$ cat src/o2p_pkg.sv
// ----------------------------------------------------------------------------
// o2p_pkg
// Shared types and constants for the OBD-II speed / rpm poller.
// ----------------------------------------------------------------------------
package o2p_pkg;

    localparam int TIME_WIDTH = 32;

    typedef logic [TIME_WIDTH-1:0] time_t;

    // operation codes of an input word
    typedef enum logic [1:0]
    {
        OP_TICK    = 2'd0,
        OP_FRAME   = 2'd1,
        OP_OUTCOME = 2'd2
    } op_t;

    // configuration register indexes
    typedef enum logic [1:0]
    {
        REG_REQUEST_INTERVAL = 2'd0,
        REG_SILENCE_TIMEOUT  = 2'd1,
        REG_SWITCH_HOLDOFF   = 2'd2,
        REG_FAILURE_LIMIT    = 2'd3
    } cfg_index_t;

    localparam logic [15:0] RST_REQUEST_INTERVAL = 16'd50;
    localparam logic [15:0] RST_SILENCE_TIMEOUT  = 16'd1000;
    localparam logic [15:0] RST_SWITCH_HOLDOFF   = 16'd3000;
    localparam logic [7:0]  RST_FAILURE_LIMIT    = 8'd3;

    localparam logic [28:0] STD_REQUEST_ID = 29'h0000_07DF;
    localparam logic [28:0] EXT_REQUEST_ID = 29'h18DB_33F1;
    localparam logic [10:0] STD_REPLY_ID   = 11'h7E8;
    localparam logic [10:0] STD_REPLY_MASK = 11'h7F8;
    localparam logic [28:0] EXT_REPLY_ID   = 29'h18DA_F100;
    localparam logic [28:0] EXT_REPLY_MASK = 29'h1FFF_FF00;
    localparam logic [7:0]  SERVICE_REPLY  = 8'h41;
    localparam logic [7:0]  PID_SPEED      = 8'h0D;
    localparam logic [7:0]  PID_RPM        = 8'h0C;
    localparam logic [7:0]  FAILURES_MAX   = 8'hFF;

    typedef struct packed
    {
        logic [15:0] request_interval;
        logic [15:0] silence_timeout;
        logic [15:0] switch_holdoff;
        logic [7:0]  failure_limit;
    } cfg_t;

    typedef struct packed
    {
        logic [1:0]  operation;
        logic        send_failed;
        logic [28:0] frame_id;
        logic        frame_is_extended;
        logic [7:0]  service_byte;
        logic [7:0]  pid_byte;
        logic [7:0]  value_a;
        logic [7:0]  value_b;
    } in_item_t;

    typedef struct packed
    {
        logic        request_valid;
        logic        request_extended;
        logic [28:0] request_id;
        logic [7:0]  request_pid;
        logic [7:0]  speed_kmh;
        logic [13:0] engine_speed;
        logic        link_up;
        logic        mode_extended;
    } out_item_t;

endpackage

$ cat src/o2p_cfg.sv
// ----------------------------------------------------------------------------
// o2p_cfg
// Configuration register file: interval, timeout, holdoff and failure limit.
// ----------------------------------------------------------------------------
module o2p_cfg
(
    input  logic               clk,
    input  logic               rst_n,
    input  logic               cfg_valid,
    input  logic [1:0]         cfg_index,
    input  logic [15:0]        cfg_data,
    output o2p_pkg::cfg_t      cfg
);

    o2p_pkg::cfg_t cfg_reg;

    always_ff @(posedge clk or negedge rst_n)
    begin
        if (!rst_n)
        begin
            cfg_reg.request_interval <= o2p_pkg::RST_REQUEST_INTERVAL;
            cfg_reg.silence_timeout  <= o2p_pkg::RST_SILENCE_TIMEOUT;
            cfg_reg.switch_holdoff   <= o2p_pkg::RST_SWITCH_HOLDOFF;
            cfg_reg.failure_limit    <= o2p_pkg::RST_FAILURE_LIMIT;
        end
        else if (cfg_valid)
        begin
            unique case (o2p_pkg::cfg_index_t'(cfg_index))
                o2p_pkg::REG_REQUEST_INTERVAL: cfg_reg.request_interval <= cfg_data;
                o2p_pkg::REG_SILENCE_TIMEOUT:  cfg_reg.silence_timeout  <= cfg_data;
                o2p_pkg::REG_SWITCH_HOLDOFF:   cfg_reg.switch_holdoff   <= cfg_data;
                o2p_pkg::REG_FAILURE_LIMIT:    cfg_reg.failure_limit    <= cfg_data[7:0];
                default:                       cfg_reg                  <= cfg_reg;
            endcase
        end
    end

    assign cfg = cfg_reg;

endmodule

$ cat src/o2p_core.sv
// ----------------------------------------------------------------------------
// o2p_core
// Poller state and its update for one word: timing, link tracking, values.
// ----------------------------------------------------------------------------
module o2p_core
(
    input  logic                  clk,
    input  logic                  rst_n,
    input  o2p_pkg::cfg_t         cfg,
    input  logic                  step,
    input  o2p_pkg::in_item_t     item,
    output o2p_pkg::out_item_t    result
);

    o2p_pkg::time_t now_reg,        now_next;
    o2p_pkg::time_t now_inc_reg,    now_inc_next;
    o2p_pkg::time_t last_req_reg,   last_req_next;
    o2p_pkg::time_t last_reply_reg, last_reply_next;
    o2p_pkg::time_t last_switch_reg, last_switch_next;
    logic [7:0]     fail_reg,  fail_next;
    logic           ask_rpm_reg, ask_rpm_next;
    logic           link_reg,  link_next;
    logic           ext_mode_reg, ext_mode_next;
    logic [7:0]     speed_reg, speed_next;
    logic [13:0]    rpm_reg,   rpm_next;

    o2p_pkg::time_t since_req;
    o2p_pkg::time_t since_reply;
    o2p_pkg::time_t since_switch;
    logic           req_due;
    logic           silent;
    logic           holdoff_done;
    logic           frame_hit;
    logic [7:0]     fail_inc;
    logic           is_tick;
    logic           is_frame;
    logic           req;

    // now_inc_reg holds now + 1, so a tick sees the advanced time at once
    assign since_req    = now_inc_reg - last_req_reg;
    assign since_reply  = now_inc_reg - last_reply_reg;
    assign since_switch = now_reg - last_switch_reg;

    assign req_due      = since_req >= o2p_pkg::TIME_WIDTH'(cfg.request_interval);
    assign silent       = since_reply > o2p_pkg::TIME_WIDTH'(cfg.silence_timeout);
    assign holdoff_done = since_switch >= o2p_pkg::TIME_WIDTH'(cfg.switch_holdoff);

    always_comb
    begin
        if (ext_mode_reg)
        begin
            frame_hit = item.frame_is_extended
                && ((item.frame_id & o2p_pkg::EXT_REPLY_MASK) == o2p_pkg::EXT_REPLY_ID);
        end
        else
        begin
            frame_hit = !item.frame_is_extended
                && ((item.frame_id[10:0] & o2p_pkg::STD_REPLY_MASK) == o2p_pkg::STD_REPLY_ID);
        end
    end

    assign fail_inc = (fail_reg < o2p_pkg::FAILURES_MAX) ? fail_reg + 8'd1 : fail_reg;
    assign is_tick  = item.operation == o2p_pkg::OP_TICK;
    assign is_frame = item.operation == o2p_pkg::OP_FRAME;

    always_comb
    begin
        now_next         = now_reg;
        now_inc_next     = now_inc_reg;
        last_req_next    = last_req_reg;
        last_reply_next  = last_reply_reg;
        last_switch_next = last_switch_reg;
        fail_next        = fail_reg;
        ask_rpm_next     = ask_rpm_reg;
        link_next        = link_reg;
        ext_mode_next    = ext_mode_reg;
        speed_next       = speed_reg;
        rpm_next         = rpm_reg;
        req              = 1'b0;
        if (step)
        begin
            unique case (item.operation)
                o2p_pkg::OP_TICK:
                begin
                    now_next     = now_inc_reg;
                    now_inc_next = now_inc_reg + o2p_pkg::TIME_WIDTH'(1);
                    if (req_due)
                    begin
                        req           = 1'b1;
                        last_req_next = now_inc_reg;
                        ask_rpm_next  = !ask_rpm_reg;
                    end
                    if (link_reg && silent)
                    begin
                        link_next  = 1'b0;
                        speed_next = 8'd0;
                        rpm_next   = 14'd0;
                    end
                end
                o2p_pkg::OP_FRAME:
                begin
                    if (frame_hit)
                    begin
                        last_reply_next = now_reg;
                        link_next       = 1'b1;
                        fail_next       = 8'd0;
                        if (item.service_byte == o2p_pkg::SERVICE_REPLY)
                        begin
                            if (item.pid_byte == o2p_pkg::PID_SPEED)
                                speed_next = item.value_a;
                            else if (item.pid_byte == o2p_pkg::PID_RPM)
                                rpm_next = {item.value_a, item.value_b[7:2]};
                        end
                    end
                end
                o2p_pkg::OP_OUTCOME:
                begin
                    if (item.send_failed)
                    begin
                        fail_next = fail_inc;
                        if (fail_inc >= cfg.failure_limit)
                        begin
                            link_next = 1'b0;
                            if (holdoff_done)
                            begin
                                ext_mode_next    = !ext_mode_reg;
                                fail_next        = 8'd0;
                                last_switch_next = now_reg;
                            end
                        end
                    end
                end
                default:
                begin
                    // unknown operation: status only
                    req = 1'b0;
                end
            endcase
        end
    end

    always_ff @(posedge clk or negedge rst_n)
    begin
        if (!rst_n)
        begin
            now_reg         <= '0;
            now_inc_reg     <= o2p_pkg::TIME_WIDTH'(1);
            last_req_reg    <= '0;
            last_reply_reg  <= '0;
            last_switch_reg <= '0;
            fail_reg        <= 8'd0;
            ask_rpm_reg     <= 1'b0;
            link_reg        <= 1'b0;
            ext_mode_reg    <= 1'b0;
            speed_reg       <= 8'd0;
            rpm_reg         <= 14'd0;
        end
        else
        begin
            now_reg         <= now_next;
            now_inc_reg     <= now_inc_next;
            last_req_reg    <= last_req_next;
            last_reply_reg  <= last_reply_next;
            last_switch_reg <= last_switch_next;
            fail_reg        <= fail_next;
            ask_rpm_reg     <= ask_rpm_next;
            link_reg        <= link_next;
            ext_mode_reg    <= ext_mode_next;
            speed_reg       <= speed_next;
            rpm_reg         <= rpm_next;
        end
    end

    always_comb
    begin
        result.request_valid    = req;
        result.request_extended = req & ext_mode_reg;
        result.request_id       = !req ? 29'd0
                                : (ext_mode_reg ? o2p_pkg::EXT_REQUEST_ID
                                                : o2p_pkg::STD_REQUEST_ID);
        result.request_pid      = !req ? 8'd0
                                : (ask_rpm_reg ? o2p_pkg::PID_RPM : o2p_pkg::PID_SPEED);
        result.speed_kmh        = speed_next;
        result.engine_speed     = rpm_next;
        result.link_up          = link_next;
        result.mode_extended    = ext_mode_next;
    end

`ifndef ASSERT_OFF
    a_now_inc: assert property (@(posedge clk) disable iff (!rst_n)
        now_inc_reg == now_reg + o2p_pkg::TIME_WIDTH'(1))
        else $error("now_inc_reg out of step with now_reg");

    a_req_time: assert property (@(posedge clk) disable iff (!rst_n)
        step && is_tick && req |=> last_req_reg == now_reg)
        else $error("request time not taken from the advanced tick count");

    a_frame_link: assert property (@(posedge clk) disable iff (!rst_n)
        step && is_frame && frame_hit |=> link_reg && fail_reg == 8'd0)
        else $error("accepted reply did not raise the link");
`endif

endmodule

$ cat src/obd2_speed_rpm_poller.sv
// ----------------------------------------------------------------------------
// obd2_speed_rpm_poller
// OBD-II poller: timed speed / rpm requests, reply decoding, link and mode.
// ----------------------------------------------------------------------------
// One word is taken per clock cycle while the output is not stalled, and
// each word gives exactly one result word on the master side: the word lands
// in an input register, the poller state is updated and the result is formed
// in the same cycle, and the result is held in an output register until
// taken. A stalled output holds the input register, so once both registers
// hold a word s_tready follows m_tready in the same cycle.
// Configuration registers are written through the cfg channel, which is
// always ready; write them only while no word is in flight.
module obd2_speed_rpm_poller
(
    input  logic        clk,
    input  logic        rst_n,
    // configuration
    input  logic        cfg_valid,
    output logic        cfg_ready,
    input  logic [1:0]  cfg_index,
    input  logic [15:0] cfg_data,
    // input words
    input  logic        s_tvalid,
    output logic        s_tready,
    // send_failed, frame_id, frame_is_extended, service_byte, pid_byte,
    // value_a, value_b, zero pad
    input  logic [63:0] s_tdata,
    // operation
    input  logic [1:0]  s_tuser,
    // result words
    output logic        m_tvalid,
    input  logic        m_tready,
    // request_valid, request_extended, request_id, request_pid, speed_kmh,
    // engine_speed, link_up, mode_extended, zero pad
    output logic [63:0] m_tdata
);

    o2p_pkg::cfg_t      cfg;
    o2p_pkg::in_item_t  in_item;
    o2p_pkg::in_item_t  in_item_reg;
    o2p_pkg::out_item_t result;
    o2p_pkg::out_item_t out_item_reg;
    logic               in_valid_reg;
    logic               out_valid_reg;
    logic               advance;

    assign cfg_ready = 1'b1;

    o2p_cfg u_cfg
    (
        .clk       (clk),
        .rst_n     (rst_n),
        .cfg_valid (cfg_valid),
        .cfg_index (cfg_index),
        .cfg_data  (cfg_data),
        .cfg       (cfg)
    );

    always_comb
    begin
        in_item.operation         = s_tuser;
        in_item.send_failed       = s_tdata[0];
        in_item.frame_id          = s_tdata[29:1];
        in_item.frame_is_extended = s_tdata[30];
        in_item.service_byte      = s_tdata[38:31];
        in_item.pid_byte          = s_tdata[46:39];
        in_item.value_a           = s_tdata[54:47];
        in_item.value_b           = s_tdata[62:55];
    end

    // word moves into the result register when that register is free or taken
    assign advance  = in_valid_reg && (!out_valid_reg || m_tready);
    assign s_tready = !in_valid_reg || advance;

    always_ff @(posedge clk or negedge rst_n)
    begin
        if (!rst_n)
        begin
            in_valid_reg  <= 1'b0;
            out_valid_reg <= 1'b0;
        end
        else
        begin
            if (s_tready)
                in_valid_reg <= s_tvalid;
            if (advance)
                out_valid_reg <= 1'b1;
            else if (m_tready)
                out_valid_reg <= 1'b0;
        end
    end

    always_ff @(posedge clk)
    begin
        if (s_tready && s_tvalid)
            in_item_reg <= in_item;
        if (advance)
            out_item_reg <= result;
    end

    o2p_core u_core
    (
        .clk    (clk),
        .rst_n  (rst_n),
        .cfg    (cfg),
        .step   (advance),
        .item   (in_item_reg),
        .result (result)
    );

    assign m_tvalid = out_valid_reg;
    assign m_tdata  = {1'b0,
                       out_item_reg.mode_extended,
                       out_item_reg.link_up,
                       out_item_reg.engine_speed,
                       out_item_reg.speed_kmh,
                       out_item_reg.request_pid,
                       out_item_reg.request_id,
                       out_item_reg.request_extended,
                       out_item_reg.request_valid};

`ifndef ASSERT_OFF
    a_empty_ready: assert property (@(posedge clk) disable iff (!rst_n)
        !in_valid_reg |-> s_tready)
        else $error("input register empty but not ready");

    a_stall_hold: assert property (@(posedge clk) disable iff (!rst_n)
        in_valid_reg && out_valid_reg && !m_tready |=> in_valid_reg && $stable(in_item_reg))
        else $error("pending word lost during output stall");
`endif

endmodule

$ cat config.mk
export PLATFORM = sky130hd
export DESIGN_NAME = obd2_speed_rpm_poller
export DESIGN_NICKNAME = d
export VERILOG_FILES = /design/src/o2p_pkg.sv /design/src/o2p_cfg.sv /design/src/o2p_core.sv /design/src/obd2_speed_rpm_poller.sv
export SDC_FILE = /design/constraint.sdc
export NUM_CORES = 1
export LEC_CHECK = 0
export ABC_AREA = 1
export ABC_CLOCK_PERIOD_IN_PS = 5300
export BUFFER_PORTS_ARGS = -buffer_cell sky130_fd_sc_hd__buf_2
export CAP_MARGIN = 5
export CORE_MARGIN = 8
export CORE_UTILIZATION = 35
export CTS_CLUSTER_DIAMETER = 30
export DETAILED_ROUTE_END_ITERATION = 16
export PLACE_DENSITY = 0.55
export SYNTH_ARGS = -nofsm -noshare
export SYNTH_HDL_FRONTEND = slang
export SYNTH_HIERARCHICAL = 1
export SYNTH_SLANG_ARGS = --single-unit
$ cat constraint.sdc
create_clock -name clk -period 5.3 [get_ports clk]
set_clock_uncertainty 0.2 [all_clocks]
set_input_delay 0.53 -clock clk [delete_from_list [all_inputs] [get_ports clk]]
set_output_delay 0.53 -clock clk [all_outputs]
set_load 0.02 [all_outputs]
==> impl_metrics.toml, run 1 <==
[status]
status = "complete, no violations"

[grt]
grt_pass1_vias = 20600
grt_pass1_wl_um = 110000
overflow = 0
grt_start_max_net_pins = 137
antenna_found_initial = 2
grt.total_usage_pct = 17.4

[timing]
finalCritPeriodShare_pct = 87.0
relSlewSlack_pct = 39.0
worst_pin_slew_ns = 0.916
tns_ns = 0
period_minus_slack_ns = 4.61
finalHoldViolCount = 0
maxSlewViolCount = 0
fmax_mhz = 217
fin_ws_ns = 0.687
rsz0062_at_grt = "no"
holdWs_ns = 0.0339
setup_violations = 0

[route]
dr.pass1.iters = 5
post-route-drc-count = 0
wl_per_cell_um = 15.4
wirelength_um = 68200
viasPerCell = 4.70
drt-initial-drc-count = 1469
dr_total_vias = 20800
final_antenna_net_count = 0

[layout]
n_fill_cell = 6891
mostFrequentLayoutCells = "1148 x nand2_1, 499 x inv_1, 232 x dfrtp_1"
drive_gt1_share_pct = 11.8
final_common_cell = "nand2_1"
largest_reg_flops = 63
final_util_pct = 42.6
nNetsFinal = 3727
areaGrowthSynthToFinish_pct = 21.0

[setup_path]
cp-start-kind = "register"
crit_start = "u_core/now_inc_reg[0]$_DFFE_PN1P_"
required_ns = 5.58
crit_type = "register to register"
worstSetupEndpointType = "register"
critPathArrivalTime_ns = 4.89
r2r-start = "u_core/now_inc_reg[0]$_DFFE_PN1P_"
critPathMaxFanout = 22

[floorplanning]
rows = 96
die_h_um = 278
dieArea_sq_um = 77500
ioPinCount = 156
initial_core_util_pct = 35.3
coreArea_sq_um = 68300
fp.dieW_um = 278

[power]
p_per_area_nw_per_um2 = 422
ir_drop_v = 0.000225
p_leak_nw = 15.3
p_total_mw = 12.3

[yosys]
synthCells = 3251
ys.warnings.count = 6
syn_area_sq_um = 24100
syn_area_per_cell_sq_um = 7.41

[clock_tree]
path_clk_slew_ns = 0.05
numCtsBuffers = 82
htreeDepth = 3
cts_root_buffer = "clkbuf_16"
clockBufferDepth = 3
clk_latency_ns = 0.63
cts_setup_buffers = 0
cts_tree = "done"
post_cts_resized = 0
clock_sinks = 374
cts_hold_buffers = 71

[place]
gp_congestion = 0.887
dp_hpwl_um = 51100
io_buffers = 147
post-place-ws_ns = 0.645

[min_path]
min_from = "cfg_data[7]"
hold_class = "primary input to register"

[flow_run]
maxCapViolations = 0
==> routing by layer <==
layer | vias to the layer above | share of wire [%] | global-route usage [%]
met5 | - | 0 | 0
met4 | 0 | 2.2 | 5.53
met3 | 103 | 3.6 | 2.05
met2 | 374 | 48 | 29.4
met1 | 9603 | 47 | 23.2
li1 | 10800 | - | -
==> critical path, stage by stage, from the launching register on <==
cell	delay (ns)
dfstp_2	0.57
inv_1	0.13
ha_1	0.25
fa_1	0.42
inv_1	0.13
nand2_1	0.06
nand2_1	0.08
and2_1	0.16
nand2_1	0.08
nand3_1	0.19
xor2_1	0.12
ha_1	0.28
nand2_1	0.06
nor3_1	0.25
nand3_1	0.10
nand2_1	0.14
nand3_1	0.09
nor2_1	0.12
nand2_1	0.07
nor2_1	0.12
nand2_1	0.14
nand2_2	0.39
nand2_1	0.11
nand2_1	0.08
nand2_1	0.05
nand2_1	0.11
==> power by group <==
part	switching, mW	leakage [nW]	internal (mW)
clock	1.79	1.39	3.37
sequential	0.226	4.25	3.33
combinational	2.30	9.63	1.29
total	4.32	15.3	7.99
==> worst paths after layout <==
| kind | slack (ns) | endpoint | cells after the start |
|---|---|---|---|
| max | 0.69 | m_tdata[57]$_DFFE_PP_ | 25 |
| min | 0.03 | u_cfg/cfg[31]$_DFFE_PN1P_ | 3 |
| max reg2reg | 0.69 | m_tdata[57]$_DFFE_PP_ | 25 |
| min reg2reg | 0.26 | u_cfg/cfg[33]$_DFFE_PN1P_ | 2 |
| max in group asynchronous | 3.43 | u_core/last_reply_reg[26]$_DFFE_PN0P_ | 3 |
| min in group asynchronous | 0.25 | u_core/fail_reg[2]$_DFFE_PN0P_ | 2 |
==> per-stage QoR <==
step,area (sq um),cells
2_1_floorplan,24100,3263
5_1_grt,29100,4437
4_1_cts,29100,4435
6_report,29100,4437
3_3_place_gp,25600,4211
3_5_place_dp,25600,4211
==> final cells by class <==
class                      instances  area (sq um)  area share (%)
clock inverter                    55           668            2.29
tap                              882          1100            3.79
inverter                         524          1970            6.75
sequential                       374         10000            34.3
multi-input combinational       2263         11600            39.7
clock buffer                      98          2200            7.56
timing repair buffer             239          1630            5.58
antenna                            2          5.00          0.0172
Power figures use the tool's default switching activity.
==> run 2: changes to the inputs <==
Settings changed: SYNTH_HIERARCHICAL 1 to not set.
==> run 2 against run 1 <==
Effect of this change: setup slack gained 0.12 ns; count of clock-buffer cells in the layout fell by 9; via count fell by 8.3%; die area down 7.7%; final area fell by 8.3%; fmax increased by 2.6%; synthesized area shrank 8.1%; final cell count decreased by 6.9%; hold slack improved by 0.11 ns; largest cell class unchanged; first-iteration DRC count fell by 25%; register-to-register slack better by 0.12 ns.
==> impl_metrics.toml, run 2 <==
[setup_path]
required_ns = 5.54
reg2reg_depth = 27
crit_type = "register to register"
r2r-start = "u_core.now_inc_reg[0]$_DFFE_PN1P_"
cpPeakStageDelay_ns = 0.54
cpMostUsedCell = "nand2_1"
cp_top_family = "simple AND/OR/NAND/NOR gates"
reg2reg_to = "m_tdata[49]$_DFFE_PP_"
crit_slowest_cell = "dfstp_2"
critPathArrivalTime_ns = 4.74
worstSetupEndpointType = "register"
path_buf_inv = 2
rrSetupSlack_ns = 0.80
cp-start-kind = "register"
critPathMaxFanout = 22

[clock_tree]
cts_tree = "done"
cts_setup_buffers = 0
htreeDepth = 3
clk_latency_ns = 0.60
clockBufferDepth = 3
path_clk_slew_ns = 0.05
numCtsBuffers = 74
cts_root_buffer = "clkbuf_16"
cts_hold_buffers = 63
clock_sinks = 341
post_cts_resized = 0

[power]
sw_frac_of_total_pct = 35.7
p_clk_share_pct = 39.3
combPwrFrac_pct = 32.5
netSwitchingPower_mw = 4.24
p_total_mw = 11.9
ir_drop_v = 0.000209
power.internal_mw = 7.63
seqPwrFrac_pct = 28.2
p_per_area_nw_per_um2 = 444
p_leak_nw = 14.1

[yosys]
seq_area_frac_synth_pct = 40.7
synth.most_common_cell = "nand2_1"
synthTopCellsByArea = "dfrtp_1 26%, nand2_1 17%, edfxtp_1 12%"
synth.distinct_cells = 51
synth_compound_area_share_pct = 8.21
synthMuxAreaShare_pct = 0.0509
ys.warnings.count = 0
synth.top_cell.area_share_pct = 26.2
synth-seq-cells = 341
syn_area_sq_um = 22100
ys.flop_type = "dfrtp_1"
syn_area_per_cell_sq_um = 7.34
synthCells = 3014
synth_largest_area_cell = "dfrtp_1"
yosys.area_share.adder_pct = 8.81
synth.top_cells.by_count = "974 x nand2_1, 494 x inv_1, 249 x nor2_1"
synth-xor-area-share_pct = 3.21
synth_top_family_by_area = "simple AND/OR/NAND/NOR gates"
async_reset_ff_share_pct = 73.6
synth-edff-count = 90
yosys.area_share.simple_pct = 28.2

[min_path]
hold_class = "primary input to register"
min_from = "cfg_data[1]"
hold_path_end = "u_cfg.cfg[9]$_DFFE_PN0P_"
min_path_cells = 3

[route]
wl_per_cell_um = 14.9
post-route-drc-count = 0
final_antenna_net_count = 0
wirelength_um = 61700
dr_total_vias = 19100
dr.pass1.iters = 5
viasPerCell = 4.62
drt-initial-drc-count = 1101

[place]
post-place-ws_ns = 0.771
dp_hpwl_um = 46900
io_buffers = 134
gp_congestion = 0.937

[grt]
grt_pass1_wl_um = 98500
grt_pass1_vias = 18800
antenna_found_initial = 6
grt_start_max_net_pins = 105
overflow = 0
grt.total_usage_pct = 17.2

[timing]
worst_pin_slew_ns = 1.06
rsz0062_at_grt = "no"
period_minus_slack_ns = 4.50
relSlewSlack_pct = 29.1
maxSlewViolCount = 0
finalCritPeriodShare_pct = 84.8
setup_violations = 0
tns_ns = 0
fin_ws_ns = 0.803
fmax_mhz = 222
finalHoldViolCount = 0

[floorplanning]
rows = 92
initial_core_util_pct = 35.2
die_h_um = 267
coreArea_sq_um = 62900
fp.dieW_um = 267
dieArea_sq_um = 71500
ioPinCount = 156

[layout]
areaGrowthSynthToFinish_pct = 20.8
mostFrequentLayoutCells = "974 x nand2_1, 493 x inv_1, 248 x nor2_1"
largest_reg_flops = 60
drive_gt1_share_pct = 10.2
final_common_cell = "nand2_1"
final_util_pct = 42.5
antenna_cells = 0
nNetsFinal = 3470

[status]
status = "complete, no violations"

[flow_run]
maxCapViolations = 0
## run 2: changes by cell type in the layout (fill, tap and decap cells not counted), moves of 11 or more
cell      previous run  this run
buf_2              146       133
nand2_1           1148       974
nor2_1             227       248
nand2_2             17         6
nand3_1            183       161
a21oi_1            115       139
o21ai_0             91       139
nor3_1              28        39
nand4_1             79        30
edfxtp_1           123        90
inv_2               24         4
## run 2: final cells by class
class                   instances  area (sq um)
repair buffers                213          1440
clock buffers                  89          1990
clock inverters                46           581
inverters                     498          1870
well taps                     846          1060
multi-input cells            2099         10800
fillers                      6449         36100
flip-flops and latches        341          9010
## run 2: tightest hold or removal path, cell delays in order
cell	delay (ns)
buf_2	0.07
inv_1	0.11
o21ai_0	0.18
## run 2: worst max path at each step
| stage | from | endpoint | depth (start not counted) |
|---|---|---|---|
| 2_1_floorplan | u_core.now_inc_reg[0]$_DFFE_PN1P_ | m_tdata[0]$_DFFE_PP_ | 27 |
| 3_3_place_gp | u_core.now_inc_reg[0]$_DFFE_PN1P_ | m_tdata[49]$_DFFE_PP_ | 27 |
| 3_5_place_dp | u_core.now_inc_reg[0]$_DFFE_PN1P_ | m_tdata[49]$_DFFE_PP_ | 27 |
| 4_1_cts | u_core.now_inc_reg[0]$_DFFE_PN1P_ | m_tdata[49]$_DFFE_PP_ | 27 |
| 5_1_grt | u_core.now_inc_reg[0]$_DFFE_PN1P_ | m_tdata[41]$_DFFE_PP_ | 27 |
| 6_report | u_core.now_inc_reg[0]$_DFFE_PN1P_ | m_tdata[49]$_DFFE_PP_ | 27 |
## run 2: per-layer routing
layer,wire (um),GRT usage [%]
met5,0,0
met4,1510,5.85
met3,2470,2.34
met2,29000,28.4
met1,28700,23.0
## run 2: per-stage QoR
step / cell area (sq um) / std cells / hold slack, ns
2_1_floorplan: 22200 / 3027 / 0.0344
3_3_place_gp: 23500 / 3934 / 0.254
3_5_place_dp: 23500 / 3934 / 0.258
4_1_cts: 26700 / 4132 / 0.110
5_1_grt: 26700 / 4132 / 0.136
6_report: 26700 / 4132 / 0.143
## run 2: cell families (layout without fill, tap and decap cells)
kind of cell | Yosys count | after routing
fa+ha+maj | 154 | 154
flops | 341 | 341
other cells | 2 | 15
xor+xnor | 81 | 81
simple gates | 1512 | 1512
buf+inv | 587 | 846
mux | 1 | 1
compound gates | 336 | 336
## run 2: power groups by stage
stage,Combinational (mW),Clock (mW),Sequential [mW]
4_1_cts,3.88,4.76,3.34
5_1_grt,4.46,4.92,3.39
2_1_floorplan,2.82,0,3.33
3_5_place_dp,3.82,0,3.38
6_report,3.85,4.67,3.35
3_3_place_gp,3.79,0,3.37
